--- src/rtl/core/cyclic_rotation_sort_dedup_top_macros.svh ---
// assertion macros of the rotation sort datapath
// expects signals named clock and reset in the including module
`ifndef CYCLIC_ROTATION_SORT_DEDUP_TOP_MACROS_SVH
`define CYCLIC_ROTATION_SORT_DEDUP_TOP_MACROS_SVH

// condition must hold at every edge outside reset
`define CRSD_ASSERT_ALWAYS(label, cond, msg) \
   label: assert property (@(posedge clock) disable iff (reset) (cond)) else $error(msg);

// implication within the same edge
`define CRSD_ASSERT_IMPL(label, ante, cons, msg) \
   label: assert property (@(posedge clock) disable iff (reset) (ante) |-> (cons)) \
      else $error(msg);

`endif

--- src/rtl/core/crsd_pkg.sv ---
// shared types, constants and the key function of the rotation sort block
// no dependencies
`default_nettype none
package crsd_pkg;

   localparam int unsigned MAX_WORD_LEN  = 16;
   localparam int unsigned MAX_ROTATIONS = 64;
   localparam int unsigned NUM_COLUMNS   = 16;
   localparam int unsigned ELEM_W        = 4;
   localparam int unsigned WORD_W        = 64;
   localparam int unsigned LEN_W         = 5;
   localparam int unsigned CNT_W         = 7;
   localparam int unsigned KEY_W         = 80;
   localparam int unsigned ENTRY_W       = WORD_W + LEN_W;

   typedef enum logic [1:0] {
      STATUS_OK       = 2'd0,
      STATUS_OVERFLOW = 2'd1,
      STATUS_RANGE    = 2'd2
   } crsd_status_type;

   typedef struct packed {
      logic load_en;
      logic rot_en;
      logic scan_start;
      logic scan_en;
      logic emit_pending;
      logic take_cand;
      logic emit_err;
      logic clear_set;
   } crsd_cmd_type;

   typedef struct packed {
      logic close_word;
      logic set_end;
      logic rot_done;
      logic eos_pending;
      logic scan_done;
      logic found;
      logic pending;
      logic slot_free;
   } crsd_stat_type;

   // sortable key: one 5 bit digit per element, element plus one, first element
   // most significant, zero past the end so a prefix ranks lower
   function automatic logic [KEY_W-1:0] crsd_key(input logic [WORD_W-1:0] word,
                                                 input logic [LEN_W-1:0] len);
      logic [KEY_W-1:0] key;
      key = '0;
      for (int i = 0; i < 16; i++) begin
         if (5'(i) < len) begin
            key[KEY_W-1-5*i -: 5] = {1'b0, word[4*i +: 4]} + 5'd1;
         end
      end
      return key;
   endfunction

endpackage
`default_nettype wire

--- src/rtl/core/crsd_ctrl.sv ---
// sequencer of the rotation sort block: load, rotate, scan, emit
// depends on crsd_pkg
`default_nettype none
module crsd_ctrl
   import crsd_pkg::*;
(
   input  wire logic          clock,
   input  wire logic          reset,
   input  wire logic          req_fire,
   input  wire crsd_stat_type stat,
   output logic               load_ready,
   output crsd_cmd_type       cmd
);

   typedef enum logic [4:0] {
      ST_LOAD   = 5'b00001,
      ST_ROTATE = 5'b00010,
      ST_SCAN   = 5'b00100,
      ST_DECIDE = 5'b01000,
      ST_ERROUT = 5'b10000
   } crsd_state_type;

   crsd_state_type state_ff, state_in;

   always_comb begin
      state_in = state_ff;
      cmd      = '0;
      unique case (state_ff)
         ST_LOAD: begin
            cmd.load_en = req_fire;
            if (req_fire && stat.close_word) begin
               state_in = ST_ROTATE;
            end else if (req_fire && stat.set_end) begin
               state_in = ST_ERROUT;
            end
         end
         ST_ROTATE: begin
            cmd.rot_en = 1'b1;
            if (stat.rot_done) begin
               if (stat.eos_pending) begin
                  cmd.scan_start = 1'b1;
                  state_in       = ST_SCAN;
               end else begin
                  state_in = ST_LOAD;
               end
            end
         end
         ST_SCAN: begin
            cmd.scan_en = 1'b1;
            if (stat.scan_done) begin
               state_in = ST_DECIDE;
            end
         end
         ST_DECIDE: begin
            if (!stat.pending || stat.slot_free) begin
               cmd.emit_pending = stat.pending;
               if (stat.found) begin
                  cmd.take_cand  = 1'b1;
                  cmd.scan_start = 1'b1;
                  state_in       = ST_SCAN;
               end else begin
                  cmd.clear_set = 1'b1;
                  state_in      = ST_LOAD;
               end
            end
         end
         ST_ERROUT: begin
            if (stat.slot_free) begin
               cmd.emit_err  = 1'b1;
               cmd.clear_set = 1'b1;
               state_in      = ST_LOAD;
            end
         end
         default: state_in = ST_LOAD;
      endcase
   end

   always_ff @(posedge clock) begin
      if (reset) begin
         state_ff <= ST_LOAD;
      end else begin
         state_ff <= state_in;
      end
   end

   assign load_ready = (state_ff == ST_LOAD);

endmodule
`default_nettype wire

--- config.mk ---
export PLATFORM = sky130hd
export DESIGN_NAME = crsd_ctrl
export DESIGN_NICKNAME = d
export VERILOG_FILES = /design/src/rtl/core/cyclic_rotation_sort_dedup_top_macros.svh /design/src/rtl/core/crsd_pkg.sv /design/src/rtl/core/crsd_ctrl.sv
export SDC_FILE = /design/constraint.sdc
export NUM_CORES = 1
export LEC_CHECK = 0
export ABC_AREA = 1
export ABC_CLOCK_PERIOD_IN_PS = 2800
export BUFFER_PORTS_ARGS = -buffer_cell sky130_fd_sc_hd__buf_2
export CAP_MARGIN = 20
export CELL_PAD_IN_SITES_DETAIL_PLACEMENT = 0
export CELL_PAD_IN_SITES_GLOBAL_PLACEMENT = 1
export CORE_UTILIZATION = 31
export DETAILED_ROUTE_END_ITERATION = 7
export PLACE_DENSITY_LB_ADDON = 0.15
export SKIP_CTS_REPAIR_TIMING = 1
export SLEW_MARGIN = 20
export SYNTH_ARGS = -nofsm -noshare
export SYNTH_HDL_FRONTEND = slang
export SYNTH_SLANG_ARGS = --single-unit
--- constraint.sdc ---
create_clock -name clock -period 2.8 [get_ports clock]
set_clock_uncertainty 0.15 [all_clocks]
set_input_delay 0.28 -clock clock [delete_from_list [all_inputs] [get_ports clock]]
set_output_delay 0.28 -clock clock [all_outputs]
set_load 0.02 [all_outputs]
* Word-level counts from Yosys, hierarchy flattened
Cells that the tools add are included.
** Word-level totals
- Input bits :: 11
- Output and inout bits :: 9
- Logic and storage cells :: 40
- Register bits :: 5
** Operators by class
- Reduce and logical (&&, ||, !) cells :: 5
- Multiplexer cells :: 24
- Equal/unequal tests :: 10
** Operators by type and width (number)
- 5-bit 2-to-1 mux :: 6
- 5-bit one-hot mux with 5 select lines :: 1
- 1-bit 2-to-1 mux :: 10
- 2-bit inequality test (second input constant) :: 4
- 2-bit 2-to-1 mux :: 3
- 3-bit 2-to-1 mux :: 2
- 5-bit by 1-bit equality test with 1-bit output (second input constant) :: 1
- 5-bit by 2-bit equality test with 1-bit output (second input constant) :: 1
- 5-bit by 3-bit equality test with 1-bit output (second input constant) :: 1
- 5-bit by 4-bit equality test with 1-bit output (second input constant) :: 1
- 5-bit equality test (second input constant) :: 1
- 5-bit AND reduction :: 1
- 1-bit one-hot mux with 2 select lines :: 2
- 3-bit by 1-bit inequality test with 1-bit output (second input constant) :: 1
- 1-bit logical AND :: 2
- 1-bit logical NOT :: 1
- 1-bit logical OR :: 1

* Longest topological paths before layout
Gate-level depths: netlist (run 1).
- Depth after elaboration :: 4
- Depth in mapped cells :: 9
- Mapped depth without buffers :: 9

* Worst setup path before layout (run 1)
OpenSTA, ideal clock, no wires.
- Kind :: reg-to-output
- Start :: register state_ff[3]
- End :: output port cmd[3] (netlist bit)
- Cell stages (with the launch flop) :: 5
- Data required time :: 2.370 ns
- Path slack :: 1.252 ns
- Path buffers :: 0
- Data arrival time :: 1.118 ns
- Path through :: dfxtp_1 > inv_1 > nor2_2 > nand2_1 > nor3_1
** RTL lines
- from (decl) :: line crsd_ctrl.sv:23 : crsd_state_type state_ff, state_in;
- from (signal assigned) :: line crsd_ctrl.sv:82 : state_ff <= state_in;
- to (decl) :: line crsd_ctrl.sv:12 : output crsd_cmd_type cmd

==> impl_metrics.toml, run 1 <==
[route]
firstDrtPassIters = 4
wirelength_um = 1030
num_vias = 508
avgRoutedWirePerCell_um = 9.21
drt_iter0_markers = 7
drtAntennaViolNets = 0
vias_per_cell = 4.54
drc = 0

[sta]
worst_pin_slew_ns = 0.198
tns_ns = 0
rsz0062_at_grt = "no"
fin_crit_sh_pct = 61.4
period_needed_ns = 1.72
setup_viol = 0
hold_violations = 0
layout_setup_ws_ns = 1.08
fmaxAchievable_mhz = 582
slew_headroom_pct = 86.8
slew_violations = 0

[yosys]
yosysTopAreaCell = "dfxtp_1"
synth_area_um2 = 449
syn_inst = 74
synth_area_leaders = "dfxtp_1 22%, inv_1 12%, nand2_1 12%"
yosys_warnings = 0
yosysSeqAreaShare_pct = 22.3
synth_top_area_share_pct = 22.3
syn_area_per_cell_um2 = 6.07
synth_seq_cells = 5
yosysUniqueCellTypes = 19
synth_fp_nets = 85

[layout]
fin_cells = 112
fin_nets = 109
multi_input_area_um2 = 280
regArea_um2 = 100
largest_reg_flops = 5
area_delta_synth_final_pct = 31.2
regMostFlops = "state_ff"
insertedDiodeCount = 0
reg_top3 = "state_ff (5)"
fill_cells = 171
drive_above_1_share_pct = 37.1
finish.utilization_pct = 44.7

[power]
p_sw_share_pct = 48.5
p_int_uw = 236
peakVddDrop_uv = 385
powerDensity_nw_per_um2 = 776
p_total_uw = 457
power_switching_uw = 221
p_comb_share_pct = 57.0
p_seq_share_pct = 25.1
power.leakage_uw = 0.000366
power.share.clock_pct = 17.9

[clocking]
cts_made_buffers = 3
cts-root-buf = "clkbuf_4"
cts_tree = "yes"
cts_sinks = 5
clk-insertion-delay-late_ns = 0.24
cts_buffer_depth = 2
clk_pin_slew_ns = 0.04
h-tree-depth = 1

[floorplan]
die-width_um = 40.1
ios = 20
core_area_um2 = 1320
dieArea_um2 = 1610
die_h_um = 40.1
rows = 13
start_util_pct = 34.1

[grt]
grt_remaining_overflow = 0
grt_pass1_wl_um = 1660
grt_max_degree = 6
grt_usage_pct = 15.8
grt_pass1_vias = 436
antenna_found_initial = 0

[worst_setup_path]
start_kind = "flop"
crit_slowest_cell = "dfxtp_1"
worst-path-max-fanout = 5
required_ns = 2.37
path_cells = "inv_2, nand2_1, nor2_2, nand2_1, nor3_1, buf_2"
cp-end-kind = "output port"
crit_path_frequent_cell = "nand2_1"
crit_path_max_incr_delay_ns = 0.34
arrival_ns = 1.29
path_class = "reg2out"

[placed_design]
dp.cells = 108
dp_hpwl_um = 904
port_buffers = 19
place_congestion = 0.700
pre_cts_slack_ns = 1.32

[hold_path]
hold_class = "in2reg"

[outcome]
outcome = "finished clean"

[job]
drv_cap = 0
## critical path: cells and delay by family (launching register included)
kind | cells | cell delay (ns)
buffers and inverters | 2 | 0.24
and+or+nand+nor | 4 | 0.46
DFF | 1 | 0.34
## path summary, 6_finish.rpt
check | cells after the start | slack (ns) | endpoint | start
min reg2reg | 2 | 0.42 | state_ff[3] | state_ff[3]
max | 6 | 1.08 | cmd[3] | state_ff[0]
max reg2reg | 7 | 1.42 | state_ff[3] | state_ff[2]
min | 2 | 0.08 | state_ff[1] | reset
## kinds of logic after synthesis
logic type,synth area share [%]
compound gates,6.13
flops,22.3
simple gates,56.3
buf+inv,15.3
## metal layers
metal | vias up | GRT usage, % | routed length, um
met5 | - | 0 | 0
met4 | 0 | 10.3 | 8
met3 | 2 | 1.67 | 60
met2 | 17 | 27.4 | 483
met1 | 207 | 17.9 | 479
li1 | 282 | - | -
## area by class of cell
type | count | area share, %
Multi-Input combinational cell | 51 | 47.6
Sequential cell | 5 | 17.0
Timing Repair Buffer | 19 | 16.1
Inverter | 18 | 11.7
Clock buffer | 4 | 4.46
Tap cell | 15 | 3.18
## power by group through the flow
stage	Sequential [uW]	Clock, uW	Combinational (uW)
2_1_floorplan	112	0	203
3_3_place_gp	115	0	263
3_5_place_dp	116	0	263
4_1_cts	115	85.4	264
5_1_grt	119	86.0	298
6_report	115	81.6	261
## placed cells by master, fill, tap and decap left out, drive strengths merged
| cell | netlist | routed |
|---|---|---|
| a21oi | 2 | 2 |
| a31oi | 1 | 1 |
| buf | 0 | 19 |
| clkbuf | 0 | 4 |
| clkinv | 1 | 1 |
| dfxtp | 5 | 5 |
| inv | 17 | 17 |
| nand2 | 15 | 15 |
| nand3 | 11 | 11 |
| nand4 | 6 | 6 |
| nor2 | 13 | 13 |
| nor3 | 1 | 1 |
| o21ai | 1 | 1 |
| o22ai | 1 | 1 |
## Yosys cell counts (all sizes together)
cell and number:
a21oi 2, a31oi 1, clkinv 1, dfxtp 5
inv 17, nand2 15, nand3 11, nand4 6
nor2 13, nor3 1, o21ai 1, o22ai 1
## per-stage QoR
step | hold WS, ns | area [um^2]
2_1_floorplan | 0.199 | 449
3_3_place_gp | 0.331 | 563
3_5_place_dp | 0.330 | 563
4_1_cts | 0.0746 | 589
5_1_grt | 0.0889 | 589
6_report | 0.0803 | 589
No activity file was read; power rests on OpenSTA's default activity.
==> run 2, diff against run 1 <==
--- a/config.mk
+++ b/config.mk
@@ -6,12 +6,12 @@
 export NUM_CORES = 1
 export LEC_CHECK = 0
 export ABC_AREA = 1
-export ABC_CLOCK_PERIOD_IN_PS = 2800
+export ABC_CLOCK_PERIOD_IN_PS = 1650
 export BUFFER_PORTS_ARGS = -buffer_cell sky130_fd_sc_hd__buf_2
 export CAP_MARGIN = 20
 export CELL_PAD_IN_SITES_DETAIL_PLACEMENT = 0
 export CELL_PAD_IN_SITES_GLOBAL_PLACEMENT = 1
-export CORE_UTILIZATION = 31
+export CORE_UTILIZATION = 28
 export DETAILED_ROUTE_END_ITERATION = 7
 export PLACE_DENSITY_LB_ADDON = 0.15
 export SKIP_CTS_REPAIR_TIMING = 1
==> constraint.sdc (replaced) <==
create_clock -name clock -period 1.65 [get_ports clock]
set_clock_uncertainty 0.15 [all_clocks]
set_input_delay 0.165 -clock clock [delete_from_list [all_inputs] [get_ports clock]]
set_output_delay 0.165 -clock clock [all_outputs]
set_load 0.02 [all_outputs]
==> impl_metrics.toml, run 2 (synthesized netlist as in run 1, its figures left out) <==
[grt]
grt_pass1_vias = 443
grt_max_degree = 6
antenna_found_initial = 0
grt_remaining_overflow = 0
grt_pass1_wl_um = 1670
grt_usage_pct = 12.6

[clocking]
cts_made_buffers = 3
clk-insertion-delay-late_ns = 0.24
cts_tree = "yes"
clk_pin_slew_ns = 0.04
cts_sinks = 5
cts_buffer_depth = 2
cts-root-buf = "clkbuf_4"
h-tree-depth = 1

[outcome]
outcome = "finished clean"

[layout]
final_common_cell = "buf_2"
largest_reg_flops = 5
fin_cells = 117
final_area_um2 = 677
fin_nets = 113
area_delta_synth_final_pct = 50.7
drive_above_1_share_pct = 49.5
reg_top3 = "state_ff (5)"
regMostFlops = "state_ff"
finish.utilization_pct = 44.9
final_cell_mix = "18 x buf_2, 14 x inv_1, 12 x nand2_1, 6 x nor2_1, 6 x nand3_1"
insertedDiodeCount = 0

[worst_setup_path]
cp-end-kind = "output port"
worst-path-max-fanout = 5
start_kind = "flop"
arrival_ns = 1.27
required_ns = 1.33
path_class = "reg2out"

[placed_design]
dp_hpwl_um = 911
place_area_um2 = 564
place_congestion = 0.714
dp.cells = 109
port_buffers = 19

[sta]
hold_violations = 0
fmaxAchievable_mhz = 631
worst_pin_slew_ns = 0.234
slew_headroom_pct = 84.4
setup_viol = 0
slew_violations = 0
fin_crit_sh_pct = 96.1
tns_ns = 0
period_needed_ns = 1.59
rsz0062_at_grt = "yes"

[route]
drtAntennaViolNets = 0
wirelength_um = 1160
num_vias = 562
avgRoutedWirePerCell_um = 9.91
vias_per_cell = 4.80
firstDrtPassIters = 4
drc = 0
drt_iter0_markers = 10

[power]
powerDensity_nw_per_um2 = 1290
peakVddDrop_uv = 691
p_int_uw = 449
power.leakage_uw = 0.000389
p_sw_share_pct = 48.5
p_total_uw = 872
p_seq_share_pct = 24.4
p_comb_share_pct = 59.8
power.share.clock_pct = 15.8
power_switching_uw = 423

[job]
drv_cap = 0

[hold_path]
hold_class = "in2reg"

[floorplan]
core_area_um2 = 1510
start_util_pct = 29.8
die-width_um = 42.1
die_h_um = 42.1
rows = 14
ios = 20
dieArea_um2 = 1770
-- run 2: layout make-up --
class / instances / area (um^2)
tap: 16 / 20.0
multi-input combinational: 51 / 322
sequential: 5 / 104
fill: 176 / 830
clock buffer: 4 / 26.3
inverter: 18 / 71.3
timing repair buffer: 23 / 134
-- run 2: path summary, 6_finish.rpt --
kind | from | end | depth (start not counted) | slack, ns
setup reg to reg | state_ff[1] | state_ff[0] | 10 | 0.22
hold / removal | stat[7] | state_ff[1] | 3 | 0.06
setup / recovery | state_ff[3] | load_ready | 5 | 0.06
hold reg to reg | state_ff[3] | state_ff[3] | 2 | 0.39
-- run 2: worst max-delay path, stage by stage (launching register included) --
cell	delay, ns
dfxtp_2	0.34
nor2_4	0.15
buf_4	0.13
nand4_2	0.12
clkinv_2	0.12
buf_2	0.17
-- run 2: metal layers --
layer | routed length (um) | vias to the layer above | global-route usage, % | share of wire [%]
met3 | 47 | 4 | 1.72 | 4.1
li1 | - | 296 | - | -
met4 | 25 | 0 | 9.38 | 2.2
met5 | 0 | - | 0 | 0
met1 | 488 | 245 | 14.7 | 42
met2 | 599 | 17 | 20.9 | 52
-- run 2: through the flow --
step	hold slack [ns]	setup WS, ns
2_1_floorplan	0.0841	0.217
3_3_place_gp	0.217	0.251
3_5_place_dp	0.211	0.245
4_1_cts	-0.0404	-0.0134
5_1_grt	0.0564	-0.0122
6_report	0.0551	0.0649
-- run 2: power by group through the flow --
| stage | sequential (uW) | combinational [uW] | clock, uW |
|---|---|---|---|
| 2_1_floorplan | 191 | 345 | 0 |
| 3_3_place_gp | 196 | 455 | 0 |
| 3_5_place_dp | 197 | 450 | 0 |
| 4_1_cts | 194 | 451 | 143 |
| 5_1_grt | 217 | 579 | 157 |
| 6_report | 213 | 521 | 138 |
